[config.mk]
export PLATFORM = sky130hd
export DESIGN_NAME = polar_ring_point_generator_core
export DESIGN_NICKNAME = d
export VERILOG_FILES = /design/src/rtl/prpg_pkg.sv /design/src/rtl/polar_ring_point_generator_core.sv /design/src/rtl/prpg_div.sv /design/src/rtl/prpg_cordic.sv
export SDC_FILE = /design/constraint.sdc
export NUM_CORES = 2
export LEC_CHECK = 0
export BUFFER_PORTS_ARGS = -buffer_cell sky130_fd_sc_hd__buf_4
export CAP_MARGIN = 0
export CORE_MARGIN = 4
export CORE_UTILIZATION = 31
export CTS_BUF_LIST = sky130_fd_sc_hd__clkbuf_2 sky130_fd_sc_hd__clkbuf_4 sky130_fd_sc_hd__clkbuf_8
export CTS_CLUSTER_DIAMETER = 150
export DETAILED_ROUTE_END_ITERATION = 16
export PLACE_DENSITY = 0.43
export REMOVE_ABC_BUFFERS = 1
export SYNTH_ARGS = -nofsm -noshare
export SYNTH_HDL_FRONTEND = slang
export SYNTH_SLANG_ARGS = --single-unit
export TNS_END_PERCENT = 1
[constraint.sdc]
create_clock -name i_clk -period 10.39 [get_ports i_clk]
set_input_delay 3.117 -clock i_clk [delete_from_list [all_inputs] [get_ports i_clk]]
set_output_delay 3.117 -clock i_clk [all_outputs]
set_load 0.02 [all_outputs]
[src/rtl/prpg_pkg.sv]
// Shared constants, types and the arctangent table of the polar ring point generator.
package prpg_pkg;

    // Default sizing of the rotation unit.
    localparam int CORDIC_STEPS_DEF = 16;
    localparam int ANGLE_BITS_DEF   = 16;

    // Field widths.
    localparam int RADIUS_W = 16;
    localparam int ANGLE_W  = 16;
    localparam int SPAN_W   = 18;
    localparam int CENTER_W = 16;
    localparam int COUNT_W  = 16;
    localparam int POINT_W  = 17;
    localparam int TRIG_W   = 16;
    localparam int CFG_IDX_W  = 3;
    localparam int CFG_DATA_W = 18;

    // Rotation datapath: 32-bit angle in turns, Q2.30 vector components.
    localparam int ROT_W      = 32;
    localparam int ATAN_DEPTH = 24;
    localparam int ATAN_IDX_W = 5;
    localparam logic signed [ROT_W-1:0] CORDIC_GAIN_Q30 = 32'sd652032874;

    // Divider: magnitude of index * span fits 34 bits, two quotient bits per cycle.
    localparam int DIV_DVD_W = 34;
    localparam int DIV_STEPS = DIV_DVD_W / 2;
    localparam int DIV_CNT_W = $clog2(DIV_STEPS);

    // Configuration register indexes.
    typedef enum logic [CFG_IDX_W-1:0] {
        CFG_BASE_ANGLE   = 3'd0,
        CFG_ANGLE_SPAN   = 3'd1,
        CFG_CENTER_X     = 3'd2,
        CFG_CENTER_Y     = 3'd3,
        CFG_CLOSE_LOOP   = 3'd4,
        CFG_SAMPLE_COUNT = 3'd5
    } t_cfg_idx;

    // atan(2^-k) in units of 2^-32 turn.
    function automatic logic [ROT_W-1:0] atan_turns(input logic [ATAN_IDX_W-1:0] k);
        logic [ROT_W-1:0] v;
        unique case (k)
            5'd0:    v = 32'h20000000;
            5'd1:    v = 32'h12E4051E;
            5'd2:    v = 32'h09FB385B;
            5'd3:    v = 32'h051111D4;
            5'd4:    v = 32'h028B0D43;
            5'd5:    v = 32'h0145D7E1;
            5'd6:    v = 32'h00A2F61E;
            5'd7:    v = 32'h00517C55;
            5'd8:    v = 32'h0028BE53;
            5'd9:    v = 32'h00145F2F;
            5'd10:   v = 32'h000A2F98;
            5'd11:   v = 32'h000517CC;
            5'd12:   v = 32'h00028BE6;
            5'd13:   v = 32'h000145F3;
            5'd14:   v = 32'h0000A2FA;
            5'd15:   v = 32'h0000517D;
            5'd16:   v = 32'h000028BE;
            5'd17:   v = 32'h0000145F;
            5'd18:   v = 32'h00000A30;
            5'd19:   v = 32'h00000518;
            5'd20:   v = 32'h0000028C;
            5'd21:   v = 32'h00000146;
            5'd22:   v = 32'h000000A3;
            5'd23:   v = 32'h00000051;
            default: v = '0;
        endcase
        return v;
    endfunction

endpackage

[src/rtl/polar_ring_point_generator_core.sv]
// Top level of the polar ring point generator: sequencer, shared multiplier and output register.
//
// Each accepted radius word yields one ring point, x = cx + (r*cos(A) >>> 15) and
// y = cy + (r*sin(A) >>> 15), where (cx, cy) is the ring center and
// A = start + floor(index*sweep/count) in turns of 2^16, start being the base angle
// register and sweep the angle span register. The sample index advances per word, wrapping
// after sample_count words (a count of zero acts as one). The last word of a ring carries
// ring_end; with ring closing enabled it instead emits its point and then a copy of the
// ring's first point carrying ring_end. A word passes through these steps before the next
// word is accepted, waiting longer when a ring is closed and while the output register
// stays full: the shared 18x18 multiplier for index*sweep, the radix-4 divider, the
// rotation unit, two more multiplier passes for r*cos and r*sin, the last sum, the
// hand-off to the output register and the idle state that takes the next word. The
// input side stays ready while the last result waits in the output register, so the
// next word's work overlaps a stalled consumer. The configuration port is always ready;
// write it only while no word is in flight.
module polar_ring_point_generator_core #(
    parameter int CORDIC_STEPS = prpg_pkg::CORDIC_STEPS_DEF,
    parameter int ANGLE_BITS   = prpg_pkg::ANGLE_BITS_DEF
) (
    input  logic                                  i_clk,
    input  logic                                  i_rst_n,
    // radius words in
    input  logic                                  i_in_valid,
    output logic                                  o_in_ready,
    input  logic signed [prpg_pkg::RADIUS_W-1:0]  i_radius,
    // ring points out
    output logic                                  o_out_valid,
    input  logic                                  i_out_ready,
    output logic signed [prpg_pkg::POINT_W-1:0]   o_point_x,
    output logic signed [prpg_pkg::POINT_W-1:0]   o_point_y,
    output logic                                  o_ring_end,
    // configuration writes
    input  logic                                  i_cfg_valid,
    output logic                                  o_cfg_ready,
    input  logic [prpg_pkg::CFG_IDX_W-1:0]        i_cfg_index,
    input  logic [prpg_pkg::CFG_DATA_W-1:0]       i_cfg_data
);

    localparam int RW = prpg_pkg::RADIUS_W;
    localparam int AW = prpg_pkg::ANGLE_W;
    localparam int SW = prpg_pkg::SPAN_W;
    localparam int CW = prpg_pkg::CENTER_W;
    localparam int NW = prpg_pkg::COUNT_W;
    localparam int PW = prpg_pkg::POINT_W;
    localparam int TW = prpg_pkg::TRIG_W;
    localparam int MW = SW;            // multiplier operand width
    localparam int DW = prpg_pkg::DIV_DVD_W;

    typedef enum logic [9:0] {
        S_IDLE  = 10'b0000000001,
        S_MUL   = 10'b0000000010,
        S_DIVS  = 10'b0000000100,
        S_DIVW  = 10'b0000001000,
        S_ROTW  = 10'b0000010000,
        S_MX    = 10'b0000100000,
        S_MY    = 10'b0001000000,
        S_PY    = 10'b0010000000,
        S_EMIT1 = 10'b0100000000,
        S_EMIT2 = 10'b1000000000
    } t_state;

    // configuration registers
    logic [AW-1:0]        r_base;
    logic signed [SW-1:0] r_span;
    logic signed [CW-1:0] r_cx;
    logic signed [CW-1:0] r_cy;
    logic                 r_close;
    logic [NW-1:0]        r_count;

    // sequencer and datapath state
    t_state                 r_state, n_state;
    logic [NW-1:0]          r_idx;
    logic signed [RW-1:0]   r_radius;
    logic signed [2*MW-1:0] r_prod;
    logic signed [PW-1:0]   r_px, r_py;
    logic signed [PW-1:0]   r_first_x, r_first_y;

    // output register
    logic                 r_out_valid;
    logic signed [PW-1:0] r_out_x, r_out_y;
    logic                 r_out_end;

    logic                   in_fire;
    logic                   out_free;
    logic [NW-1:0]          cnt_eff;
    logic                   last;
    logic signed [MW-1:0]   mul_a, mul_b;
    logic signed [2*MW-1:0] mul_p;
    logic [2*MW-1:0]        prod_abs;
    logic                   div_start, div_done, div_rem_nz;
    logic [AW-1:0]          div_quot;
    logic [AW-1:0]          q16;
    logic [AW-1:0]          angle;
    logic                   rot_start, rot_done;
    logic signed [TW-1:0]   rot_cos, rot_sin;
    logic signed [PW-1:0]   sum_px, sum_py;

    assign o_in_ready  = (r_state == S_IDLE);
    assign o_cfg_ready = 1'b1;
    assign in_fire     = i_in_valid && o_in_ready;
    // Output slot is free when empty or being drained this cycle.
    assign out_free    = !r_out_valid || i_out_ready;

    // Sample count of zero behaves as one; a lowered count ends the ring at once.
    assign cnt_eff = (r_count == '0) ? NW'(1) : r_count;
    assign last    = ({1'b0, r_idx} + (NW+1)'(1)) >= {1'b0, cnt_eff};

    // Shared multiplier: index*span, then r*cos, then r*sin.
    always_comb begin
        mul_a = {{(MW-NW){1'b0}}, r_idx};
        mul_b = r_span;
        unique case (r_state)
            S_MX: begin
                mul_a = {{(MW-RW){r_radius[RW-1]}}, r_radius};
                mul_b = {{(MW-TW){rot_cos[TW-1]}}, rot_cos};
            end
            S_MY: begin
                mul_a = {{(MW-RW){r_radius[RW-1]}}, r_radius};
                mul_b = {{(MW-TW){rot_sin[TW-1]}}, rot_sin};
            end
            default: begin
            end
        endcase
        mul_p = mul_a * mul_b;
    end

    // Floor division of a signed product: divide the magnitude, then fix up the sign.
    assign prod_abs  = r_prod[2*MW-1] ? (2*MW)'(-r_prod) : r_prod;
    assign div_start = (r_state == S_DIVS);
    assign q16       = !r_prod[2*MW-1] ? div_quot :
                       (div_rem_nz ? ~div_quot : AW'(-div_quot));
    assign angle     = r_base + q16;
    assign rot_start = (r_state == S_DIVW) && div_done;

    // Products are Q15-scaled: floor shift by 15 is a bit slice of the 36-bit product.
    assign sum_px = PW'({r_cx[CW-1], r_cx} + r_prod[PW+14:15]);
    assign sum_py = PW'({r_cy[CW-1], r_cy} + r_prod[PW+14:15]);

    prpg_div u_div (
        .i_clk      (i_clk),
        .i_rst_n    (i_rst_n),
        .i_start    (div_start),
        .i_dividend (prod_abs[DW-1:0]),
        .i_divisor  (cnt_eff),
        .o_done     (div_done),
        .o_quot     (div_quot),
        .o_rem_nz   (div_rem_nz)
    );

    prpg_cordic #(
        .CORDIC_STEPS (CORDIC_STEPS),
        .ANGLE_BITS   (ANGLE_BITS)
    ) u_cordic (
        .i_clk   (i_clk),
        .i_rst_n (i_rst_n),
        .i_start (rot_start),
        .i_angle (angle),
        .o_done  (rot_done),
        .o_cos   (rot_cos),
        .o_sin   (rot_sin)
    );

    // Sequencer: advance one phase per cycle, wait on the input, divider, rotator and output slot.
    always_comb begin
        n_state = r_state;
        unique case (r_state)
            S_IDLE:  if (in_fire) n_state = S_MUL;
            S_MUL:   n_state = S_DIVS;
            S_DIVS:  n_state = S_DIVW;
            S_DIVW:  if (div_done) n_state = S_ROTW;
            S_ROTW:  if (rot_done) n_state = S_MX;
            S_MX:    n_state = S_MY;
            S_MY:    n_state = S_PY;
            S_PY:    n_state = S_EMIT1;
            S_EMIT1: begin
                if (out_free) begin
                    n_state = (last && r_close) ? S_EMIT2 : S_IDLE;
                end
            end
            S_EMIT2: if (out_free) n_state = S_IDLE;
            default: n_state = S_IDLE;
        endcase
    end

    // Control state: sequencer, sample index, output valid, configuration.
    always_ff @(posedge i_clk) begin
        if (!i_rst_n) begin
            r_state     <= S_IDLE;
            r_idx       <= '0;
            r_out_valid <= 1'b0;
            r_base      <= '0;
            r_span      <= SW'(65536);
            r_cx        <= '0;
            r_cy        <= '0;
            r_close     <= 1'b1;
            r_count     <= NW'(64);
        end else begin
            r_state <= n_state;

            // Load a new word or drop the drained one.
            if ((r_state == S_EMIT1 || r_state == S_EMIT2) && out_free) begin
                r_out_valid <= 1'b1;
            end else if (i_out_ready) begin
                r_out_valid <= 1'b0;
            end

            // Advance the index once the sample's point moves to the output register; wrap at ring end.
            if (r_state == S_EMIT1 && out_free) begin
                r_idx <= last ? '0 : r_idx + 1'b1;
            end

            if (i_cfg_valid && o_cfg_ready) begin
                unique case (prpg_pkg::t_cfg_idx'(i_cfg_index))
                    prpg_pkg::CFG_BASE_ANGLE:   r_base  <= i_cfg_data[AW-1:0];
                    prpg_pkg::CFG_ANGLE_SPAN:   r_span  <= i_cfg_data[SW-1:0];
                    prpg_pkg::CFG_CENTER_X:     r_cx    <= i_cfg_data[CW-1:0];
                    prpg_pkg::CFG_CENTER_Y:     r_cy    <= i_cfg_data[CW-1:0];
                    prpg_pkg::CFG_CLOSE_LOOP:   r_close <= i_cfg_data[0];
                    prpg_pkg::CFG_SAMPLE_COUNT: r_count <= i_cfg_data[NW-1:0];
                    default: begin
                    end
                endcase
            end
        end
    end

    // Datapath registers.
    always_ff @(posedge i_clk) begin
        if (in_fire) begin
            r_radius <= i_radius;
        end
        if (r_state == S_MUL || r_state == S_MX || r_state == S_MY) begin
            r_prod <= mul_p;
        end
        if (r_state == S_MY) begin
            r_px <= sum_px;
        end
        if (r_state == S_PY) begin
            r_py <= sum_py;
        end
        if (r_state == S_EMIT1 && out_free) begin
            r_out_x   <= r_px;
            r_out_y   <= r_py;
            r_out_end <= last && !r_close;
            // Hold the first point of the ring for closure.
            if (r_idx == '0) begin
                r_first_x <= r_px;
                r_first_y <= r_py;
            end
        end
        if (r_state == S_EMIT2 && out_free) begin
            r_out_x   <= r_first_x;
            r_out_y   <= r_first_y;
            r_out_end <= 1'b1;
        end
    end

    assign o_out_valid = r_out_valid;
    assign o_point_x   = r_out_x;
    assign o_point_y   = r_out_y;
    assign o_ring_end  = r_out_end;

endmodule

[src/rtl/prpg_div.sv]
// Iterative unsigned divider, two quotient bits per cycle, for the angle step.
module prpg_div (
    input  logic                            i_clk,
    input  logic                            i_rst_n,
    input  logic                            i_start,
    input  logic [prpg_pkg::DIV_DVD_W-1:0]  i_dividend,
    input  logic [prpg_pkg::COUNT_W-1:0]    i_divisor,
    output logic                            o_done,
    output logic [prpg_pkg::ANGLE_W-1:0]    o_quot,
    output logic                            o_rem_nz
);

    localparam int DW = prpg_pkg::DIV_DVD_W;
    localparam int CW = prpg_pkg::COUNT_W;
    localparam int NW = prpg_pkg::DIV_CNT_W;

    logic [DW-1:0] r_dvd;
    logic [CW-1:0] r_rem;
    logic [CW-1:0] r_dvs;
    logic [NW-1:0] r_cnt;
    logic          r_busy;
    logic          r_done;

    logic [CW:0]   t1, t2;
    logic          ge1, ge2;
    logic [CW-1:0] rem1, rem2;

    // Two restoring steps per cycle.
    always_comb begin
        t1   = {r_rem, r_dvd[DW-1]};
        ge1  = (t1 >= {1'b0, r_dvs});
        rem1 = ge1 ? CW'(t1 - {1'b0, r_dvs}) : t1[CW-1:0];
        t2   = {rem1, r_dvd[DW-2]};
        ge2  = (t2 >= {1'b0, r_dvs});
        rem2 = ge2 ? CW'(t2 - {1'b0, r_dvs}) : t2[CW-1:0];
    end

    always_ff @(posedge i_clk) begin
        if (!i_rst_n) begin
            r_busy <= 1'b0;
            r_done <= 1'b0;
        end else begin
            r_done <= 1'b0;
            if (i_start) begin
                r_busy <= 1'b1;
            end else if (r_busy && r_cnt == NW'(prpg_pkg::DIV_STEPS - 1)) begin
                r_busy <= 1'b0;
                r_done <= 1'b1;
            end
        end
    end

    always_ff @(posedge i_clk) begin
        if (i_start) begin
            r_dvd <= i_dividend;
            r_dvs <= i_divisor;
            r_rem <= '0;
            r_cnt <= '0;
        end else if (r_busy) begin
            r_dvd <= {r_dvd[DW-3:0], ge1, ge2};
            r_rem <= rem2;
            r_cnt <= r_cnt + 1'b1;
        end
    end

    assign o_done   = r_done;
    assign o_quot   = r_dvd[prpg_pkg::ANGLE_W-1:0];
    assign o_rem_nz = |r_rem;

endmodule

[src/rtl/prpg_cordic.sv]
// Iterative rotation-mode CORDIC: one micro-rotation per cycle, Q1.15 cosine and sine.
module prpg_cordic #(
    parameter int CORDIC_STEPS = prpg_pkg::CORDIC_STEPS_DEF,
    parameter int ANGLE_BITS   = prpg_pkg::ANGLE_BITS_DEF
) (
    input  logic                                i_clk,
    input  logic                                i_rst_n,
    input  logic                                i_start,
    input  logic [prpg_pkg::ANGLE_W-1:0]        i_angle,
    output logic                                o_done,
    output logic signed [prpg_pkg::TRIG_W-1:0]  o_cos,
    output logic signed [prpg_pkg::TRIG_W-1:0]  o_sin
);

    localparam int RW = prpg_pkg::ROT_W;
    localparam int TW = prpg_pkg::TRIG_W;
    localparam int AW = prpg_pkg::ATAN_IDX_W;
    localparam int KW = (CORDIC_STEPS > 1) ? $clog2(CORDIC_STEPS) : 1;
    localparam logic [RW-1:0] KEEP = {RW{1'b1}} << (RW - ANGLE_BITS);

    logic signed [RW-1:0] r_x, r_y, r_z;
    logic                 r_flip;
    logic [KW-1:0]        r_k;
    logic                 r_busy;
    logic                 r_fin;
    logic                 r_done;
    logic signed [TW-1:0] r_cos, r_sin;

    logic [RW-1:0]        a32;
    logic                 flip;
    logic signed [RW-1:0] dx, dy, at;

    // Round to Q1.15 with saturation, negating first for the mirrored half-turn.
    function automatic logic signed [TW-1:0] to_q15(input logic signed [RW-1:0] v,
                                                    input logic neg);
        logic signed [RW+1:0] w;
        logic signed [RW-14:0] q;
        logic signed [TW-1:0] res;
        w = {{2{v[RW-1]}}, v};
        if (neg) begin
            w = -w;
        end
        w = w + (RW+2)'(16384);
        q = w[RW+1:15];
        if (q > (RW-13)'(32767)) begin
            res = 16'sh7FFF;
        end else if (q < -(RW-13)'(32768)) begin
            res = -16'sh8000;
        end else begin
            res = q[TW-1:0];
        end
        return res;
    endfunction

    always_comb begin
        a32  = {i_angle, {(RW - prpg_pkg::ANGLE_W){1'b0}}} & KEEP;
        flip = a32[RW-1] ^ a32[RW-2];
        dx   = r_y >>> r_k;
        dy   = r_x >>> r_k;
        at   = prpg_pkg::atan_turns(AW'(r_k));
    end

    always_ff @(posedge i_clk) begin
        if (!i_rst_n) begin
            r_busy <= 1'b0;
            r_fin  <= 1'b0;
            r_done <= 1'b0;
        end else begin
            r_fin  <= 1'b0;
            r_done <= r_fin;
            if (i_start) begin
                r_busy <= 1'b1;
            end else if (r_busy && r_k == KW'(CORDIC_STEPS - 1)) begin
                r_busy <= 1'b0;
                r_fin  <= 1'b1;
            end
        end
    end

    always_ff @(posedge i_clk) begin
        if (i_start) begin
            // Fold the left half-plane onto the right; undo by negation at the end.
            r_x    <= prpg_pkg::CORDIC_GAIN_Q30;
            r_y    <= '0;
            r_z    <= {a32[RW-1] ^ flip, a32[RW-2:0]};
            r_flip <= flip;
            r_k    <= '0;
        end else if (r_busy) begin
            if (!r_z[RW-1]) begin
                r_x <= r_x - dx;
                r_y <= r_y + dy;
                r_z <= r_z - at;
            end else begin
                r_x <= r_x + dx;
                r_y <= r_y - dy;
                r_z <= r_z + at;
            end
            r_k <= r_k + 1'b1;
        end
        if (r_fin) begin
            r_cos <= to_q15(r_x, r_flip);
            r_sin <= to_q15(r_y, r_flip);
        end
    end

    assign o_done = r_done;
    assign o_cos  = r_cos;
    assign o_sin  = r_sin;

endmodule

# Word-level counts from Yosys, hierarchy flattened
# Memories as Yosys holds them, arrays and structs flattened. A register that Yosys moved wholly into a read port is not among the register bits.
# Index checks and enable logic that the tools add are counted.
# word_totals
regBits,474
mem_count,1
inputBits,42
rom_bits,480
# op_classes
n_addsub,21
bitwise,4
n_mux,43
reduce_logical,36
mul,1
n_shift,2
magnitude_cmp,7
eq_ne,22
# memory_table
memory,depth,word_bits,rd,rd_ports_with_merged_regs,wr,line,text
(name not given),16,30,1,1,0,prpg_pkg.sv:43,unique case (k)
# op_table
operator,n
two-way mux 34 bit,7
two-way mux 32 bit,5
two-way mux 16 bit,8
case mux 10 bit (10 select lines),1
adder 32 bit,3
subtractor 32 bit,3
"adder 34 x 16 -> 34 bit, second input constant",2
two-way mux 17 bit,4
negation 32 -> 34 bit,2
>>> shifter 32 x 4 -> 32 bit,2
two-way mux 10 bit,6
>= comparator 17 x 16 -> 1 bit,3
"> comparator 19 x 16 -> 1 bit, second input constant",2
"less-than comparator 19 x 16 -> 1 bit, second input constant",2
multiplier 18 x 18 -> 36 bit,1
case mux 18 bit (2 select lines),1
adder 17 bit,2
negation 34 bit,1
logical NOT 16 bit,2
subtractor 16 bit,2
two-way mux 18 bit,1
"adder 16 x 1 -> 17 bit, second input constant",1
"adder 16 x 1 -> 16 bit, second input constant",1
adder 16 bit,1
other kinds (34),73

# Depth between registers and ports, before layout
# logic_depth
depth_word,7
ltp_mapped,34

# Cells and area by module
# Synthesis repeated with hierarchy kept, for this count alone.
# hier_totals
cells_unflattened,5377
hier_area_um2,48500.3
# modules_own_cells
module,instances,seq_area_each_um2,cells_each,area_each_um2
polar_ring_point_generator_core,1,6816.5,2674,25348.1
prpg_cordic,1,3813.7,2234,18267.5
prpg_div,1,1961.9,469,4884.7

# Least setup slack after synthesis
# OpenSTA, ideal clock, no wires.
# synth_timing
path_kind,register to register
startpoint,reg r_state[4]
endpoint,"reg r_prod[35], data pin"
synth_period_minus_slack_ns,8.942
stages_incl_launch_ff,31
slack_ns,1.448
path_buffers,3
required_ns,10.121
arrival_ns,8.673
path_cell_list,dfxtp_1 or3_1 or3_1 or3_1 clkbuf_1 nor2_1 clkbuf_1 a22oi_1 nand2_1 clkbuf_1 nand2_1 fa_1 inv_1 fa_1 inv_1 fa_1 inv_1 fa_1 fa_1 inv_1 fa_1 inv_1 ha_1 nand4_1 o21bai_1 and4_1 o41a_1 or3_1 a211o_1 nand2_1 o211ai_1
# synth_between
elab_chain_len,4
elab_cells_between_ends,6
classes_between,mul: 1; eq/ne: 2; mux: 2; reduce/logical: 1
# synth_rtl
element,line,text
start: declaration,polar_ring_point_generator_core.sv:72,"t_state r_state, n_state;"
start signal: assignment,polar_ring_point_generator_core.sv:199,r_state <= n_state;
equality test 10 x 6 -> 1 bit or equality test 10 x 7 -> 1 bit (tied branches),polar_ring_point_generator_core.sv:113,unique case (r_state)
OR reduction 2 bit (no line),n/a,
two-way mux 18 bit,polar_ring_point_generator_core.sv:113,
multiplier 18 x 18 -> 36 bit *,polar_ring_point_generator_core.sv:125,mul_p = mul_a * mul_b;
via mul_p[35],polar_ring_point_generator_core.sv:89,logic signed [2*MW-1:0] mul_p;
end signal: assignment,polar_ring_point_generator_core.sv:234,r_prod <= mul_p;
end: declaration,polar_ring_point_generator_core.sv:75,logic signed [2*MW-1:0] r_prod;
# Mark *: on every way through the listed nets, which the timed path passes. The rest lies on a longest branch.
# A chain may end at the register's enable or synchronous reset.

# Final worst setup path
# Same ends and word-level chain as after synthesis.

==> impl_metrics.yaml <==
critical_path:
  cpMostUsedCell: "fa_1"
  worst_ep_required_time_ns: 10.92
  setup.worst_path.start_class: "register"
  critical_path_class: "reg -> reg"
  cp-end-kind: "register"
  arrival_ns: 9.69
  critical_path.max_stage_delay_ns: 0.68
  startpoint: "r_state[4]$_SDFFE_PN0P_"
  cp_slowest_cell: "mux2i_1"
  rr_startpoint: "r_state[4]$_SDFFE_PN0P_"
  path_max_fanout: 36
routing:
  ant_nets: 0
  via_per_inst: 5.12
  routed.top_layer: "met4"
  dr_wl_met3_um: 8030
  wire_per_inst_um: 20.9
  dr.pass1.iters: 8
  initialDrtViolationCount: 2695
  drc: 0
  wl_met1_um: 72500
  wl_um: 153000
  via_count: 37600
  dr_wl_met2_um: 69500
placement:
  port-buffer-count: 78
  gp_congestion: 0.879
  pre_cts_slack_ns: 1.28
  post-dp-hpwl_um: 120000
  dp.cells: 7149
cells_and_area:
  nNetsFinal: 5901
  area_growth_pct: 10.2
  drive_gt1_frac: 0.0945
  num-fill-cells: 15700
  finalNonFillerCells: 7338
synth:
  synth_cell_types: 96
  synth.top_cells.by_count: "nand2_1, inv_1, nor2_1, a21oi_1, fa_1"
  synth-seq-cells: 503
  synth_top_family_by_area: "adder cells"
  yosys.area.top_type: "edfxtp_1"
  synth_warnings: 0
  yosys.area_share.simple: 0.157
  synthMuxAreaShare: 0.0809
  async_flop_share: 0
  yosysSeqAreaShare: 0.268
  syn_area_sq_um: 47100
  synth.area.top_cells: "edfxtp_1, fa_1, dfxtp_1"
  syn_area_per_cell_sq_um: 8.98
  synth_enable_flop_cells: 252
  syn-instance-count: 5239
  synth_flop_cell: "edfxtp_1"
  synth-adder-area-share: 0.218
  synth_top_area_share: 0.161
  yosysMostFrequentCell: "nand2_1"
  synth-compound-area-share: 0.142
  synth-xor-area-share: 0.0705
outcome:
  outcome: "finished clean"
sta:
  fmax_mhz: 109
  max_slew_margin: 0.161
  worst_pin_slew_ns: 1.25
  drv_slew: 0
  finalSetupViolations: 0
  fin_skew_ns: 0.0550
  finalHoldViolations: 0
  rsz0062_at_grt: "no"
  timing.final.crit_period_ns: 9.16
  setup_ws_ns: 1.23
  fin_crit_sh: 0.882
global_routing:
  grt_pass1_vias: 37800
  grt_overflow_total: 0
  antenna_found_initial: 3
  grt_pass1_wl_um: 236000
  grt_start_max_net_pins: 78
  track_usage: 0.193
clock_tree:
  path_clk_slew_ns: 0.06
  post_cts_buffers: 0
  ctsLongestPathBuffers: 3
  postCtsHoldBufs: 0
  tritoncts: "built"
  post_cts_resized: 0
  cts_max_level: 3
  cts_buffers: 99
  cts-root-buf: "clkbuf_8"
  clock_latency_ns: 0.83
  cts_sinks: 503
pwr:
  peakVddDrop_mv: 0.0945
  cellPowerDensity_nw_per_um2: 113
  power.leakage_uw: 0.0220
die:
  coreArea_sq_um: 150000
  ioPinCount: 80
  die_w_um: 398
  floorplan.initialDensity: 0.313
  design.die.area_sq_um: 158000
  die_h_um: 398
  rows: 142
min_path:
  worstHoldPathType: "reg -> reg"
  hold_path.startpoint: "r_px[4]$_DFFE_PN_"
run:
  drv_cap: 0
==> logic make-up (layout without fill, tap and decap cells) <==
kind of cell,after synthesis,count (layout)
mux,269,269
simple gates,1620,1620
compound gates,1066,1066
xor+xnor,379,379
buf+inv,775,857
fa+ha+maj,626,626
flops,503,503
other cells,1,2
==> final timing paths <==
check | endpoint | slack (ns) | cells past startpoint
worst max-delay path | r_prod[35]$_DFFE_PP_ | 1.23 | 29
worst min-delay path | r_first_x[4]$_DFFE_PP_ | 0.44 | 0
worst max register to register | r_prod[35]$_DFFE_PP_ | 1.23 | 29
worst min register to register | r_first_x[4]$_DFFE_PP_ | 0.44 | 0
==> routing by layer <==
metal / vias to the layer above / GRT usage
li1: 18100 / -
met2: 917 / 0.311
met1: 18400 / 0.271
met4: 0 / 0.0460
met5: - / 0
met3: 192 / 0.0299
==> sequential cells by signal, summed over array words and instances (netlist names), 16 cells and up <==
signal and cells:
u_div.r_dvd 34, u_cordic.o_cos 16, r_base 16, r_py 17
u_cordic.r_x 32, r_first_y 17, o_point_x 17, u_cordic.at 30
r_cx 16, r_idx 16, r_px 17, r_span 18
u_div.r_dvs 16, u_cordic.r_z 32, u_div.r_rem 16, o_point_y 17
r_count 16, r_prod 35, r_first_x 17, r_cy 16
u_cordic.o_sin 16, u_cordic.r_y 32, r_radius 16
==> cell type report <==
class | count | area (sq um) | share of cell area
diodes | 1 | 2.50 | 0.0000482
clock buffers | 131 | 1650 | 0.0317
clock inverters | 57 | 549 | 0.0106
inverters | 532 | 2000 | 0.0385
multi-input cells | 3961 | 31500 | 0.608
flip-flops and latches | 503 | 12600 | 0.243
well taps | 2016 | 2520 | 0.0486
repair buffers | 137 | 1030 | 0.0198
==> stage by stage <==
stage | utilization | power [uW] | cell area, sq um | hold WS, ns | setup TNS (ns)
2_1_floorplan | - | 3210 | 46100 | 0.422 | -1.49
3_3_place_gp | 0.330 | 3630 | 49700 | 0.428 | 0
3_5_place_dp | 0.330 | 3630 | 49700 | 0.435 | 0
4_1_cts | 0.345 | 5970 | 51900 | 0.423 | 0
5_1_grt | 0.345 | 6200 | 51900 | 0.448 | 0
6_report | 0.345 | 5870 | 51900 | 0.436 | 0
==> placed cells by master, fill, tap and decap left out, types with 137 or more instances in the layout <==
cell,count
a21oi_1,356
buf_4,137
dfxtp_1,246
edfxtp_1,252
fa_1,326
ha_1,299
inv_1,526
nand2_1,586
nor2_1,486
o21ai_0,231
xnor2_1,231
xor2_1,148
==> critical path: cells and delay by family, from the launching register on <==
family | cells | cell delay (ns)
buffers and inverters | 5 | 0.48
AO/OA/AOI/OAI | 7 | 1.59
flip-flops | 1 | 0.36
multiplexers | 1 | 0.68
AND/OR/NAND/NOR | 9 | 2.71
adder cells (fa/ha/maj) | 7 | 3.08
==> report_power, final <==
part	total, uW	switching (uW)	internal, uW
registers	2320	147	2180
logic	1270	749	522
clock network	2280	1020	1260
total	5870	1910	3950
Power figures use the tool's default switching activity.
